## config.mk

```make
export PLATFORM = sky130hd
export DESIGN_NAME = i2c_master_transaction_engine
export DESIGN_NICKNAME = d
export VERILOG_FILES = /design/src/hdl/i2cm_pkg.sv /design/src/hdl/i2c_master_transaction_engine.sv /design/src/hdl/i2cm_queue.sv /design/src/hdl/i2cm_seq.sv
export SDC_FILE = /design/constraint.sdc
export NUM_CORES = 2
export LEC_CHECK = 0
export ABC_AREA = 1
export BUFFER_PORTS_ARGS = -buffer_cell sky130_fd_sc_hd__buf_2
export CORE_MARGIN = 10
export CORE_UTILIZATION = 50
export CTS_CLUSTER_SIZE = 14
export DETAILED_ROUTE_END_ITERATION = 6
export PLACE_DENSITY_LB_ADDON = 0.3
export SKIP_CTS_REPAIR_TIMING = 1
export SLEW_MARGIN = 10
export SYNTH_ARGS = -nofsm -noshare
export SYNTH_HDL_FRONTEND = slang
export SYNTH_SLANG_ARGS = --single-unit
```

## constraint.sdc

```tcl
create_clock -name clock -period 7.05 [get_ports clock]
set_clock_uncertainty 0.1 [all_clocks]
set_input_delay 0 -clock clock [delete_from_list [all_inputs] [get_ports clock]]
set_output_delay 0 -clock clock [all_outputs]
set_load 0.1 [all_outputs]
```

## src/hdl/i2cm_pkg.sv

```systemverilog
// Package for the I2C master transaction engine: beat types, phase codes and constants.
// No dependencies.
package i2cm_pkg;

   localparam int BUF_DEPTH = 128;
   localparam int BUF_AW = $clog2(BUF_DEPTH);
   localparam logic [7:0] BUF_DEPTH_B = 8'(BUF_DEPTH);
   localparam logic [7:0] ACK_TIMEOUT_RST = 8'd50;

   typedef enum logic [1:0] {
      FUNC_TICK = 2'd0,
      FUNC_LOAD = 2'd1,
      FUNC_START = 2'd2,
      FUNC_NOP = 2'd3
   } func_type;

   typedef enum logic [0:0] {
      CSR_DELAY = 1'b0,
      CSR_TIMEOUT = 1'b1
   } csr_index_type;

   typedef enum logic [4:0] {
      PH_IDLE = 5'd0, PH_SW_SETUP = 5'd1, PH_SW_FALL = 5'd2, PH_R_PREP = 5'd3,
      PH_SR_SETUP = 5'd4, PH_SR_FALL = 5'd5, PH_RX_LOW = 5'd6, PH_RX_HIGH = 5'd7,
      PH_AW_TXL = 5'd8, PH_AW_TXH = 5'd9, PH_AW_ACKL = 5'd10, PH_AW_WAIT = 5'd11,
      PH_AW_HOLD = 5'd12,
      PH_D_TXL = 5'd13, PH_D_TXH = 5'd14, PH_D_ACKL = 5'd15, PH_D_WAIT = 5'd16,
      PH_D_HOLD = 5'd17,
      PH_AR_TXL = 5'd18, PH_AR_TXH = 5'd19, PH_AR_ACKL = 5'd20, PH_AR_WAIT = 5'd21,
      PH_AR_HOLD = 5'd22,
      PH_MACK_LOW = 5'd23, PH_MACK_HIGH = 5'd24, PH_STOP_LOW = 5'd25,
      PH_STOP_HIGH = 5'd26, PH_STOP_RISE = 5'd27
   } phase_type;

   typedef struct packed {
      logic [1:0] func;
      logic       sda_in;
      logic [7:0] data_byte;
      logic [6:0] dev_addr;
      logic [7:0] wr_count;
      logic [7:0] rd_count;
   } req_type;

   typedef struct packed {
      logic       scl_out;
      logic       sda_out;
      logic       sda_drive;
      logic       busy_res;
      logic       read_valid;
      logic [7:0] read_byte;
      logic       read_last;
      logic       done_res;
      logic [1:0] status;
   } rsp_type;

   typedef struct packed {
      logic [7:0] delay_ticks;
      logic [7:0] ack_timeout;
   } cfg_type;

endpackage

```

## src/hdl/i2c_master_transaction_engine.sv

```systemverilog
// Top level of the I2C master transaction engine: front queue, sequencer and CSRs.
// Depends on i2cm_pkg, i2cm_queue and i2cm_seq.
//
//   channel   direction  handshake           beat
//   req_      in         push / full         req_type
//   rsp_      out        empty / pop         rsp_type
//   csr_      in         valid / ready       index and 8-bit data
//
// One request beat is handled per cycle while responses are popped; each gives one response
// beat, which passes the queue slot and then the result register before it is on rsp_data.
// The sequencer moves at most one bus phase per tick beat: a phase lasts delay_ticks
// ticks (one tick when delay_ticks is zero), and ACK waits poll SDA on every tick.
// A waiting response stalls the sequencer, which fills the two-entry queue and raises
// req_full. Synchronous reset idles the sequencer and restores delay 1, timeout 50.
module i2c_master_transaction_engine (
   input  logic              clock,
   input  logic              reset,
   input  logic              req_push,
   input  i2cm_pkg::req_type  req_data,
   output logic              req_full,
   output logic              rsp_empty,
   input  logic              rsp_pop,
   output i2cm_pkg::rsp_type  rsp_data,
   input  logic              csr_valid,
   output logic              csr_ready,
   input  logic [0:0]        csr_index,
   input  logic [7:0]        csr_data
);
   import i2cm_pkg::*;

   cfg_type cfg_ff, cfg_in;
   req_type q_data;
   logic    q_empty, q_take, out_valid;

   assign csr_ready = 1'b1;

   always_comb begin
      cfg_in = cfg_ff;
      if (csr_valid) begin
         case (csr_index_type'(csr_index))
            CSR_DELAY: cfg_in.delay_ticks = csr_data;
            CSR_TIMEOUT: cfg_in.ack_timeout = csr_data;
            default: ;
         endcase
      end
   end

   always_ff @(posedge clock) begin
      if (reset) begin
         cfg_ff.delay_ticks <= 8'd1;
         cfg_ff.ack_timeout <= ACK_TIMEOUT_RST;
      end else begin
         cfg_ff <= cfg_in;
      end
   end

   i2cm_queue u_queue (
      .clock(clock), .reset(reset),
      .push(req_push), .push_data(req_data), .full(req_full),
      .pop(q_take), .pop_data(q_data), .empty(q_empty)
   );

   i2cm_seq u_seq (
      .clock(clock), .reset(reset), .cfg(cfg_ff),
      .in_valid(!q_empty), .in_data(q_data), .in_take(q_take),
      .out_valid(out_valid), .out_data(rsp_data), .out_take(rsp_pop)
   );

   assign rsp_empty = !out_valid;
endmodule

```

## src/hdl/i2cm_queue.sv

```systemverilog
// Two-entry beat queue between the front and the back of the engine.
// Depends on i2cm_pkg.
module i2cm_queue (
   input  logic             clock,
   input  logic             reset,
   input  logic             push,
   input  i2cm_pkg::req_type push_data,
   output logic             full,
   input  logic             pop,
   output i2cm_pkg::req_type pop_data,
   output logic             empty
);
   import i2cm_pkg::*;

   req_type    slot_ff [2];
   logic       wptr_ff, wptr_in, rptr_ff, rptr_in;
   logic [1:0] count_ff, count_in;
   logic       do_push, do_pop;

   assign full = count_ff == 2'd2;
   assign empty = count_ff == 2'd0;
   assign do_push = push && !full;
   assign do_pop = pop && !empty;
   assign pop_data = slot_ff[rptr_ff];

   always_comb begin
      wptr_in = wptr_ff ^ do_push;
      rptr_in = rptr_ff ^ do_pop;
      count_in = count_ff + {1'b0, do_push} - {1'b0, do_pop};
   end

   always_ff @(posedge clock) begin
      if (reset) begin
         wptr_ff <= 1'b0;
         rptr_ff <= 1'b0;
         count_ff <= 2'd0;
      end else begin
         wptr_ff <= wptr_in;
         rptr_ff <= rptr_in;
         count_ff <= count_in;
      end
      if (do_push) begin
         slot_ff[wptr_ff] <= push_data;
      end
   end

   a_no_overflow: assert property (@(posedge clock) disable iff (reset)
      full |=> count_ff == 2'd2 || count_ff == 2'd1) else $error("queue overflow");
   a_count_step: assert property (@(posedge clock) disable iff (reset)
      (do_push && !do_pop) |=> count_ff == $past(count_ff) + 2'd1)
      else $error("queue count");
   a_empty_pop: assert property (@(posedge clock) disable iff (reset)
      empty |=> count_ff != 2'd3) else $error("queue count range");
endmodule

```

## src/hdl/i2cm_seq.sv

```systemverilog
// Back part: bit-level I2C sequencer, write buffer memory and the result register.
// Depends on i2cm_pkg.
module i2cm_seq (
   input  logic              clock,
   input  logic              reset,
   input  i2cm_pkg::cfg_type  cfg,
   input  logic              in_valid,
   input  i2cm_pkg::req_type  in_data,
   output logic              in_take,
   output logic              out_valid,
   output i2cm_pkg::rsp_type  out_data,
   input  logic              out_take
);
   import i2cm_pkg::*;

   logic [7:0] mem [BUF_DEPTH];
   logic [7:0] mem_rd_ff;

   phase_type  phase_ff, phase_in;
   logic [7:0] delay_ff, delay_in, byte_ff, byte_in, shift_ff, shift_in;
   logic [7:0] wait_ff, wait_in, fill_ff, fill_in, wtot_ff, wtot_in, rtot_ff, rtot_in;
   logic [3:0] bit_ff, bit_in;
   logic [6:0] addr_ff, addr_in;
   logic       rsp_valid_ff;
   rsp_type    rsp_ff, rsp_in;

   logic       step, fire, mem_we, pre_rd, rd_ok;
   logic [7:0] limit, dcount;
   logic [7:0] rd_addr;
   logic [2:0] pins;
   logic [7:0] wlen;

   assign in_take = in_valid && (!rsp_valid_ff || out_take);
   assign step = in_take;
   assign out_valid = rsp_valid_ff;
   assign out_data = rsp_ff;

   // The buffer is read one step ahead: during the ACK wait and hold of a byte the
   // address is the index of the next byte to send, so the data is ready when the hold ends.
   always_comb begin
      rd_addr = (phase_ff == PH_D_WAIT || phase_ff == PH_D_HOLD) ? byte_ff + 8'd1 : byte_ff;
   end

   always_ff @(posedge clock) begin
      if (mem_we && step) begin
         mem[fill_ff[BUF_AW-1:0]] <= in_data.data_byte;
      end
      mem_rd_ff <= mem[rd_addr[BUF_AW-1:0]];
   end

   always_comb begin
      phase_in = phase_ff;
      delay_in = delay_ff;
      byte_in = byte_ff;
      shift_in = shift_ff;
      wait_in = wait_ff;
      fill_in = fill_ff;
      wtot_in = wtot_ff;
      rtot_in = rtot_ff;
      bit_in = bit_ff;
      addr_in = addr_ff;
      mem_we = 1'b0;
      rsp_in = '0;
      fire = 1'b0;
      limit = (cfg.delay_ticks == 8'd0) ? 8'd1 : cfg.delay_ticks;
      dcount = delay_ff + 8'd1;
      wlen = (in_data.wr_count > BUF_DEPTH_B) ? BUF_DEPTH_B : in_data.wr_count;
      pre_rd = 1'b0;
      rd_ok = byte_ff < wtot_ff;
      case (in_data.func)
         FUNC_LOAD: begin
            if (phase_ff == PH_IDLE && fill_ff < BUF_DEPTH_B) begin
               mem_we = 1'b1;
               fill_in = fill_ff + 8'd1;
            end
         end
         FUNC_START: begin
            if (phase_ff == PH_IDLE) begin
               addr_in = in_data.dev_addr;
               wtot_in = wlen;
               rtot_in = in_data.rd_count;
               delay_in = 8'd0;
               bit_in = 4'd0;
               byte_in = 8'd0;
               shift_in = 8'd0;
               wait_in = 8'd0;
               phase_in = PH_SW_SETUP;
            end
         end
         FUNC_TICK: begin
            if (phase_ff == PH_AW_WAIT || phase_ff == PH_D_WAIT
                || phase_ff == PH_AR_WAIT) begin
               if (!in_data.sda_in) begin
                  wait_in = 8'd0;
                  delay_in = 8'd0;
                  phase_in = phase_type'(phase_ff + 5'd1);
               end else if (wait_ff >= cfg.ack_timeout) begin
                  wait_in = 8'd0;
                  delay_in = 8'd0;
                  phase_in = PH_STOP_LOW;
                  shift_in = (phase_ff == PH_AW_WAIT) ? 8'd1 :
                             (phase_ff == PH_D_WAIT) ? 8'd2 : 8'd3;
               end else begin
                  wait_in = wait_ff + 8'd1;
               end
            end else if (phase_ff != PH_IDLE) begin
               if (dcount < limit) begin
                  delay_in = dcount;
               end else begin
                  delay_in = 8'd0;
                  fire = 1'b1;
               end
            end
         end
         default: ;
      endcase

      if (fire) begin
         case (phase_ff)
            PH_SW_SETUP: phase_in = PH_SW_FALL;
            PH_SW_FALL: begin
               shift_in = {addr_ff, 1'b0};
               bit_in = 4'd0;
               phase_in = PH_AW_TXL;
            end
            PH_R_PREP: phase_in = PH_SR_SETUP;
            PH_SR_SETUP: phase_in = PH_SR_FALL;
            PH_SR_FALL: begin
               shift_in = {addr_ff, 1'b1};
               bit_in = 4'd0;
               phase_in = PH_AR_TXL;
            end
            PH_RX_LOW: phase_in = PH_RX_HIGH;
            PH_RX_HIGH: begin
               shift_in = {shift_ff[6:0], in_data.sda_in};
               bit_in = bit_ff + 4'd1;
               if (bit_ff >= 4'd7) begin
                  byte_in = byte_ff + 8'd1;
                  rsp_in.read_valid = 1'b1;
                  rsp_in.read_byte = {shift_ff[6:0], in_data.sda_in};
                  rsp_in.read_last = (byte_ff + 8'd1) >= rtot_ff;
                  phase_in = PH_MACK_LOW;
               end else begin
                  phase_in = PH_RX_LOW;
               end
            end
            PH_MACK_LOW: phase_in = PH_MACK_HIGH;
            PH_MACK_HIGH: begin
               if (byte_ff >= rtot_ff) begin
                  shift_in = 8'd0;
                  phase_in = PH_STOP_LOW;
               end else begin
                  shift_in = 8'd0;
                  bit_in = 4'd0;
                  phase_in = PH_RX_LOW;
               end
            end
            PH_STOP_LOW: phase_in = PH_STOP_HIGH;
            PH_STOP_HIGH: phase_in = PH_STOP_RISE;
            PH_STOP_RISE: begin
               rsp_in.done_res = 1'b1;
               rsp_in.status = shift_ff[1:0];
               fill_in = 8'd0;
               phase_in = PH_IDLE;
            end
            PH_AW_TXL, PH_D_TXL, PH_AR_TXL: phase_in = phase_type'(phase_ff + 5'd1);
            PH_AW_TXH, PH_D_TXH, PH_AR_TXH: begin
               shift_in = {shift_ff[6:0], 1'b0};
               bit_in = bit_ff + 4'd1;
               phase_in = (bit_ff >= 4'd7) ? phase_type'(phase_ff + 5'd1)
                                           : phase_type'(phase_ff - 5'd1);
            end
            PH_AW_ACKL, PH_D_ACKL, PH_AR_ACKL: begin
               wait_in = 8'd0;
               phase_in = phase_type'(phase_ff + 5'd1);
            end
            PH_AR_HOLD: begin
               byte_in = 8'd0;
               shift_in = 8'd0;
               bit_in = 4'd0;
               phase_in = PH_RX_LOW;
            end
            PH_AW_HOLD, PH_D_HOLD: begin
               pre_rd = 1'b1;
               if (phase_ff == PH_D_HOLD) begin
                  byte_in = byte_ff + 8'd1;
               end
               if (byte_in < wtot_ff) begin
                  shift_in = mem_rd_ff;
                  bit_in = 4'd0;
                  delay_in = 8'd0;
                  phase_in = PH_D_TXL;
               end else if (rtot_ff != 8'd0) begin
                  phase_in = PH_R_PREP;
               end else begin
                  shift_in = 8'd0;
                  delay_in = 8'd0;
                  phase_in = PH_STOP_LOW;
               end
            end
            default: phase_in = PH_IDLE;
         endcase
      end

      case (phase_in)
         PH_IDLE: pins = 3'd3;
         PH_SW_SETUP, PH_SR_SETUP: pins = 3'd7;
         PH_SW_FALL, PH_SR_FALL: pins = 3'd5;
         PH_R_PREP: pins = 3'd6;
         PH_RX_LOW: pins = 3'd2;
         PH_RX_HIGH: pins = 3'd3;
         PH_MACK_LOW: pins = (byte_in >= rtot_in) ? 3'd6 : 3'd4;
         PH_MACK_HIGH: pins = (byte_in >= rtot_in) ? 3'd7 : 3'd5;
         PH_STOP_LOW: pins = 3'd4;
         PH_STOP_HIGH: pins = 3'd5;
         PH_STOP_RISE: pins = 3'd7;
         PH_AW_TXL, PH_D_TXL, PH_AR_TXL: pins = {1'b1, shift_in[7], 1'b0};
         PH_AW_TXH, PH_D_TXH, PH_AR_TXH: pins = {1'b1, shift_in[7], 1'b1};
         PH_AW_ACKL, PH_D_ACKL, PH_AR_ACKL: pins = 3'd2;
         default: pins = 3'd3;
      endcase
      rsp_in.scl_out = pins[0];
      rsp_in.sda_out = pins[1];
      rsp_in.sda_drive = pins[2];
      rsp_in.busy_res = phase_in != PH_IDLE;
   end

   always_ff @(posedge clock) begin
      if (reset) begin
         phase_ff <= PH_IDLE;
         delay_ff <= 8'd0;
         byte_ff <= 8'd0;
         shift_ff <= 8'd0;
         wait_ff <= 8'd0;
         fill_ff <= 8'd0;
         wtot_ff <= 8'd0;
         rtot_ff <= 8'd0;
         bit_ff <= 4'd0;
         addr_ff <= 7'd0;
         rsp_valid_ff <= 1'b0;
      end else begin
         if (step) begin
            phase_ff <= phase_in;
            delay_ff <= delay_in;
            byte_ff <= byte_in;
            shift_ff <= shift_in;
            wait_ff <= wait_in;
            fill_ff <= fill_in;
            wtot_ff <= wtot_in;
            rtot_ff <= rtot_in;
            bit_ff <= bit_in;
            addr_ff <= addr_in;
         end
         if (step) begin
            rsp_valid_ff <= 1'b1;
         end else if (out_take) begin
            rsp_valid_ff <= 1'b0;
         end
      end
      if (step) begin
         rsp_ff <= rsp_in;
      end
   end

   a_done_idle: assert property (@(posedge clock) disable iff (reset)
      (step && rsp_in.done_res) |=> phase_ff == PH_IDLE) else $error("done not idle");
   a_fill_bound: assert property (@(posedge clock) disable iff (reset)
      1'b1 |-> fill_ff <= BUF_DEPTH_B) else $error("fill overrun");
   a_hold_out: assert property (@(posedge clock) disable iff (reset)
      (out_valid && !out_take && !step) |=> $stable(rsp_ff)) else $error("rsp changed");
   a_rd_ok: assert property (@(posedge clock) disable iff (reset)
      (pre_rd && rd_ok) |-> wtot_ff != 8'd0) else $error("buffer read");
endmodule

```

# Yosys cells after proc, flatten, opt, wreduce, memory -nomap -nowiden
# Memory sizes are Yosys's and may differ from the RTL's. A register that Yosys moved wholly into a read port is not among the register bits.
# Index checks and enable logic that the tools add are counted.
dict set report totals {
  ff_bits 110
  ram_bits 1092
  word_cells 218
  memories 2
}
# memory depth word_bits rd rd_ports_with_merged_regs write_ports line
set mem_list {}
lappend mem_list {u_seq.mem 128 8 1 1 1 i2cm_seq.sv:16} ;# logic [7:0] mem [BUF_DEPTH];
lappend mem_list {u_queue.slot_ff 2 34 1 1 1 i2cm_queue.sv:15} ;# req_type slot_ff [2];
dict set report op_classes {
  add_sub_neg 9
  magnitude_cmp 9
  n_eq_ne 50
  muxes 82
  bitwise 3
  reduce_logical 38
}
# operator count
set ops {}
lappend ops {{$mux W8} 39}
lappend ops {{$eq A5 B5 Y1 const B} 20}
lappend ops {{$pmux W5 S15} 1}
lappend ops {{$eq A5 B4 Y1 const B} 14}
lappend ops {{$mux W5} 10}
lappend ops {{$pmux W8 S2} 3}
lappend ops {{$pmux W8 S6} 1}
lappend ops {{$eq A5 B3 Y1 const B} 7}
lappend ops {{$add A8 B1 Y8 const B} 4}
lappend ops {{$ge A8 B8 Y1} 4}
lappend ops {{$pmux W3 S9} 1}
lappend ops {{$pmux W8 S3} 1}
lappend ops {{$reduce_or A3 Y1} 7}
lappend ops {{$eq A5 B2 Y1 const B} 4}
lappend ops {{$mux W4} 5}
lappend ops {{$lt A8 B8 Y1} 2}
lappend ops {{$pmux W4 S4} 1}
lappend ops {{$mux W1} 14}
lappend ops {{$eq A5 B1 Y1 const B} 2}
lappend ops {{$mux W10} 1}
lappend ops {{$pmux W5 S2} 1}
lappend ops {{$reduce_bool A5 Y1} 2}
lappend ops {{$gt A8 B8 Y1 const B} 1}
lappend ops {{$logic_not A8 Y1} 1}
lappend ops {{other kinds (26)} 45}

# Depth between registers and ports, before layout
dict set report logic_depth {
  word_depth 15
  depth_mapped 31
  depth_no_buf 30
}

# By module
# From an unflattened synthesis, not the netlist that was laid out.
dict set report hier_totals {
  cells_unflattened 4410
  area_unflattened_um2 51346.7
}
# mod n_inst cells_each area_each_um2 seq_area_each_um2
set modules_own_cells {}
lappend modules_own_cells {i2cm_seq 1 4179 47853.4 32881.5}
lappend modules_own_cells {i2cm_queue 1 141 2837.7 2122.0}
lappend modules_own_cells {i2c_master_transaction_engine 1 90 655.6 320.3}

# Worst setup path after synthesis
# OpenSTA, ideal clock, no wires.
dict set report synth_path {
  path_kind {flip-flop to flip-flop}
  start {reg u_seq.delay_ff[0]}
  end {reg u_seq.rsp_ff, in the netlist u_seq.out_data[15] (data pin)}
  arrival_time_ps 3981
  required_time_ps 6690
  slack_ps 2709
  path_stages_with_launch 31
  period_less_slack_ps 4341
  cell_sequence {dfxtp_1 -> inv_1 -> nor3_1 -> nand3_1 -> nor2_1 -> nand2_1 -> xor2_1 -> inv_1 -> ha_1 -> nand2_1 -> nor2_1 -> a211oi_1 -> nand2_1 -> nand2_4 -> buf_4 -> nor2_2 -> inv_1 -> o21ai_0 -> ha_1 -> a21boi_0 -> o21a_1 -> o21ai_0 -> nand2_1 -> a21o_1 -> a21oi_1 -> nor2_1 -> a211o_1 -> nand2_1 -> nand2_1 -> nor2_1 -> nand3_2}
}
dict set report synth_via {
  elab_chain_len 10
}
# item line
set synth_rtl {}
lappend synth_rtl {{start: declaration} i2cm_seq.sv:20} ;# logic [7:0] delay_ff, delay_in, byte_ff, byte_in, shift_ff, shift_in;
lappend synth_rtl {{start signal: assignment} i2cm_seq.sv:244} ;# delay_ff <= delay_in;
lappend synth_rtl {{$add A8 B1 Y8 (*)} i2cm_seq.sv:66} ;# dcount = delay_ff + 8'd1;
lappend synth_rtl {{$lt A8 B8 Y1 (*)} i2cm_seq.sv:107} ;# if (dcount < limit) begin
lappend synth_rtl {{$mux W1 (*)} i2cm_seq.sv:107}
lappend synth_rtl {{$mux W1 (*)} i2cm_seq.sv:106} ;# end else if (phase_ff != PH_IDLE) begin
lappend synth_rtl {{$mux W1 (*)} i2cm_seq.sv:91} ;# if (phase_ff == PH_AW_WAIT || phase_ff == PH_D_WAIT
lappend synth_rtl {{$mux W1 (*)} i2cm_seq.sv:70} ;# case (in_data.func)
lappend synth_rtl {{$mux W8 (*)} i2cm_seq.sv:118} ;# if (fire) begin
lappend synth_rtl {{net u_seq.byte_in[1]} i2cm_seq.sv:20}
lappend synth_rtl {{$ge A8 B8 Y1 (*)} {i2cm_seq.sv:212, i2cm_seq.sv:213}}
lappend synth_rtl {{$mux W2, on equally long branches} {i2cm_seq.sv:213, i2cm_seq.sv:212}}
lappend synth_rtl {{$pmux W3 S9 (*)} i2cm_seq.sv:205} ;# case (phase_in)
lappend synth_rtl {{net u_seq.pins[1]} i2cm_seq.sv:30} ;# logic [2:0] pins;
lappend synth_rtl {{end signal: assignment} i2cm_seq.sv:261} ;# rsp_ff <= rsp_in;
lappend synth_rtl {{end: declaration} i2cm_seq.sv:25} ;# rsp_type rsp_ff, rsp_in;
# The timed path passes the listed nets; every way through them passes the cells marked *.
# A chain may end at the register's enable or synchronous reset.

# Worst setup path after layout
dict set report layout_path {
  start {reg u_seq.phase_ff[0]}
  end {reg u_seq.rsp_ff, in the netlist u_seq.out_data[15] (data pin)}
}
dict set report layout_via {
  elab_chain_len 13
}
# item line
set layout_rtl {}
lappend layout_rtl {{start: declaration} i2cm_seq.sv:19} ;# phase_type phase_ff, phase_in;
lappend layout_rtl {{start signal: assignment} i2cm_seq.sv:243} ;# phase_ff <= phase_in;
lappend layout_rtl {{$logic_not A5 Y1} i2cm_seq.sv:78} ;# if (phase_ff == PH_IDLE) begin
lappend layout_rtl {{$mux W8} i2cm_seq.sv:78}
lappend layout_rtl {{$mux W8} i2cm_seq.sv:70}
lappend layout_rtl {{$mux W8} i2cm_seq.sv:185} ;# if (phase_ff == PH_D_HOLD) begin
lappend layout_rtl {{$mux W8} i2cm_seq.sv:119} ;# case (phase_ff)
lappend layout_rtl {{$mux W8} i2cm_seq.sv:118}
lappend layout_rtl {{$lt A8 B8 Y1} i2cm_seq.sv:188} ;# if (byte_in < wtot_ff) begin
lappend layout_rtl {{$mux W5} i2cm_seq.sv:188}
lappend layout_rtl {{$pmux W5 S15} i2cm_seq.sv:119}
lappend layout_rtl {{$mux W5} i2cm_seq.sv:118}
lappend layout_rtl {{$eq A5 B3 Y1, or another cell as far along} i2cm_seq.sv:205}
lappend layout_rtl {{$reduce_or A4 Y1 (no line), or another cell as far along} n/a}
lappend layout_rtl {{$pmux W3 S9 (*)} i2cm_seq.sv:205}
lappend layout_rtl {{net u_seq.pins[1]} i2cm_seq.sv:30}
# The timed path passes the listed nets; every way through them passes the cells marked *. The select of a mux whose other input is x is not followed.

==> impl_metrics.env <==
export IMPL_critPathLaunchType="flop"
export IMPL_syn_nets=4541
export IMPL_grt_start_max_net_pins=232
export IMPL_ys_ff_latch=1210
export IMPL_avgSynthCellArea_sq_um=11.5
export IMPL_fill_cells=8174
export IMPL_crit_path_end_kind="flop"
export IMPL_fin_cells=5987
export IMPL_start_util=0.503
export IMPL_root_buffer="clkbuf_16"
export IMPL_synth_async_reset_ratio=0
export IMPL_clk_pin_slew_ns=0.06
export IMPL_status="completed"
export IMPL_reg2reg_to="u_seq.out_data[15]"
export IMPL_final_cell_mix="edfxtp_1, nor2_1, o21ai_0"
export IMPL_grt_usage=0.225
export IMPL_regToRegSetupSlack_ns=1.94
export IMPL_nets=4621
export IMPL_fp_coreArea_sq_um=102000
export IMPL_n_antenna_cell=0
export IMPL_wirelength_microns=136000
export IMPL_min_path_type="in -> reg"
export IMPL_ant_nets=0
export IMPL_p_per_area_nw_per_um2=470
export IMPL_synthTopCellsByArea="edfxtp_1, o21ai_0, nor2_1, dfxtp_1, o22ai_1"
export IMPL_crit_arrival_ns=5.49
export IMPL_grt_pass1_vias=33000
export IMPL_place_congestion=0.896
export IMPL_syn_inst=4432
export IMPL_cts_sinks=1210
export IMPL_cts_buffers=130
export IMPL_worst_r2r_path_depth=24
export IMPL_io_buffers=66
export IMPL_antenna_found_initial=0
export IMPL_clkPwrFrac=0.250
export IMPL_p_seq_frac=0.335
export IMPL_ys_seq_area_frac=0.690
export IMPL_hold_viol_final=0
export IMPL_synthesis_area_sq_um=51200
export IMPL_pin_count=68
export IMPL_slew_headroom=0.254
export IMPL_hp_start="csr_data[4]"
export IMPL_pwr_share_comb=0.415
export IMPL_synth_top_area_cell="edfxtp_1"
export IMPL_viasPerCell=5.99
export IMPL_area_delta_synth_final_pct=13.1
export IMPL_synth_edff_count=1109
export IMPL_rows=117
export IMPL_drc=0
export IMPL_drv_slew=0
export IMPL_dp_hpwl_microns=78300
export IMPL_finalCritPeriodShare=0.724
export IMPL_setup_tns_ns=0
export IMPL_drive_gt1_frac=0.0840
export IMPL_layout_commonest_cell="edfxtp_1"
export IMPL_routed_via_count=35800
export IMPL_cts_tree="built"
export IMPL_worst_pin_slew_ns=1.12
export IMPL_final_util=0.569
export IMPL_drtPass1Iterations=6
export IMPL_yosys_area_top_type_share=0.651
export IMPL_finalPower_uw=27200
export IMPL_die_area_sq_um=116000
export IMPL_p_sw_uw=11500
export IMPL_crit_start="u_seq.phase_ff[0]"
export IMPL_period_minus_slack_ns=5.11
export IMPL_dp_cells=5650
export IMPL_hold_path_depth=4
export IMPL_ys_flop_type="edfxtp_1"
export IMPL_ir_drop_v=0.000458
export IMPL_ys_types=61
export IMPL_cp_data_required_time_ns=7.43
export IMPL_grt_pass1_wl_microns=204000
export IMPL_grt_ovfl_total=0
export IMPL_min_to="cfg_ff[12]"
export IMPL_fmax_ghz=0.196
export IMPL_die_width_microns=340
export IMPL_intPower_uw=15700
export IMPL_die_h_microns=340
export IMPL_insertion_delay_ns=0.76
export IMPL_crit_type="reg -> reg"
export IMPL_avgRoutedWirePerCell_microns=22.7
export IMPL_clk_path_buf_depth=3
export IMPL_yosysWarnings=0
export IMPL_maxCapViolations=0
export IMPL_timing_rr_start="u_seq.phase_ff[0]"
export IMPL_setup_viol=0
export IMPL_critPathMaxFanout=18
export IMPL_p_sw_frac=0.422
export IMPL_ctsHtreeMaxLevel=4
export IMPL_p_leak_uw=0.0195
export IMPL_dr_first_iter_drc_count=4375
export IMPL_rsz0062_at_grt="false"
-- worst max-delay path, cell delays in order (launching register included) --
cell,delay [ns]
dfxtp_1,0.37
inv_1,0.21
ha_1,0.30
nand2_2,0.14
nor2_8,0.20
nand3_4,0.29
inv_1,0.59
nor2_1,0.12
nand2_1,0.08
o21ai_0,0.19
ha_1,0.35
a21oi_1,0.13
nor2_1,0.05
a211oi_1,0.33
nand2_2,0.15
nand3_1,0.09
nand2_1,0.09
o21ai_2,0.44
nor2_1,0.13
nand2_1,0.11
nand2_1,0.06
nand2_1,0.06
nand2_1,0.05
nor2_1,0.12
nand3_2,0.08
-- per-layer routing --
metal	share of wire	GRT usage
met1	0.40	0.312
met2	0.47	0.361
met3	0.092	0.0390
met4	0.029	0.0731
met5	0	0
-- flip-flops by register name (all words and copies together), names as in the netlist --
signal / count
u_queue.rptr_ff: 1
u_seq.out_valid: 1
u_seq.addr_ff: 7
u_queue.wptr_ff: 1
u_seq.byte_ff: 8
u_seq.phase_ff: 5
u_seq.mem: 1024
cfg_ff: 16
u_queue.slot_ff: 68
u_seq.delay_ff: 8
u_seq.bit_ff: 4
u_seq.shift_ff: 8
u_seq.wtot_ff: 8
u_seq.rtot_ff: 8
u_seq.fill_ff: 8
u_seq.mem_rd_ff: 8
u_seq.out_data: 17
u_seq.wait_ff: 8
u_queue.count_ff: 2
-- synthesized netlist by cell type (4+ instances only) --
cell and count:
dfxtp_1 101, clkbuf_2 12, edfxtp_1 1109, nand2_1 319, nor4_1 4, nor2_2 6, o21ai_0 678, nor2_1 876
buf_4 16, nand3_2 8, o211ai_1 52, o21a_1 4, buf_2 68, nand4_1 14, clkbuf_1 163, nor3_1 22
a211oi_1 5, nand3_1 68, o221ai_1 38, o21ai_1 75, a22oi_1 6, mux2i_1 5, a221oi_1 7, clkinv_1 4
a21oi_1 101, inv_1 188, inv_2 13, nand2_2 12, o31ai_1 4, buf_6 9, a31oi_1 18, ha_1 61
xor2_1 18, o22ai_1 298
-- metrics by stage --
step	cell area, sq um	setup slack, ns	hold WS [ns]
after floorplan	51200	2.71	-0.00113
after global placement	52600	2.11	0.0894
after detailed placement	52600	2.06	0.0935
after CTS	56900	2.04	-0.693
after global routing	57900	1.56	0.0269
final	57900	1.94	0.00901
-- cells by family (layout without fill, tap and decap cells) --
kind of cell,count (synthesis),after routing,synth area share
mux,5,5,0.000978
fa+ha+maj,61,61,0.0149
simple gates,1348,1348,0.107
xor+xnor,20,20,0.00342
flops,1210,1210,0.690
buf+inv,479,666,0.0398
other cells,1,1,0.0000733
compound gates,1308,1308,0.144
-- power by group through the flow --
stage                     logic, uW  clock network, uW  registers (uW)
after global placement        10900                  0            9270
after floorplan                7270                  0            9550
final                         11300               6800            9130
after detailed placement      11000                  0            9270
after CTS                     11100               6860            9130
after global routing          12300               7160            9160
-- worst max-delay path by stage --
stage | depth (start not counted) | end
6_report | 24 | u_seq.out_data[15]
3_3_place_gp | 22 | u_seq.out_data[14]
5_1_grt | 22 | u_seq.out_data[15]
2_1_floorplan | 30 | u_seq.out_data[15]
4_1_cts | 24 | u_seq.out_data[15]
3_5_place_dp | 22 | u_seq.out_data[15]
-- area by class of cell --
type,instances,area [sq um],area share
flip-flops and latches,1210,35300,0.610
repair buffers,219,1820,0.0315
well taps,1368,1710,0.0296
clock buffers,170,3520,0.0608
inverters,208,812,0.0140
clock inverters,69,758,0.0131
multi-input cells,2743,13900,0.241
Power figures use the tool's default switching activity.
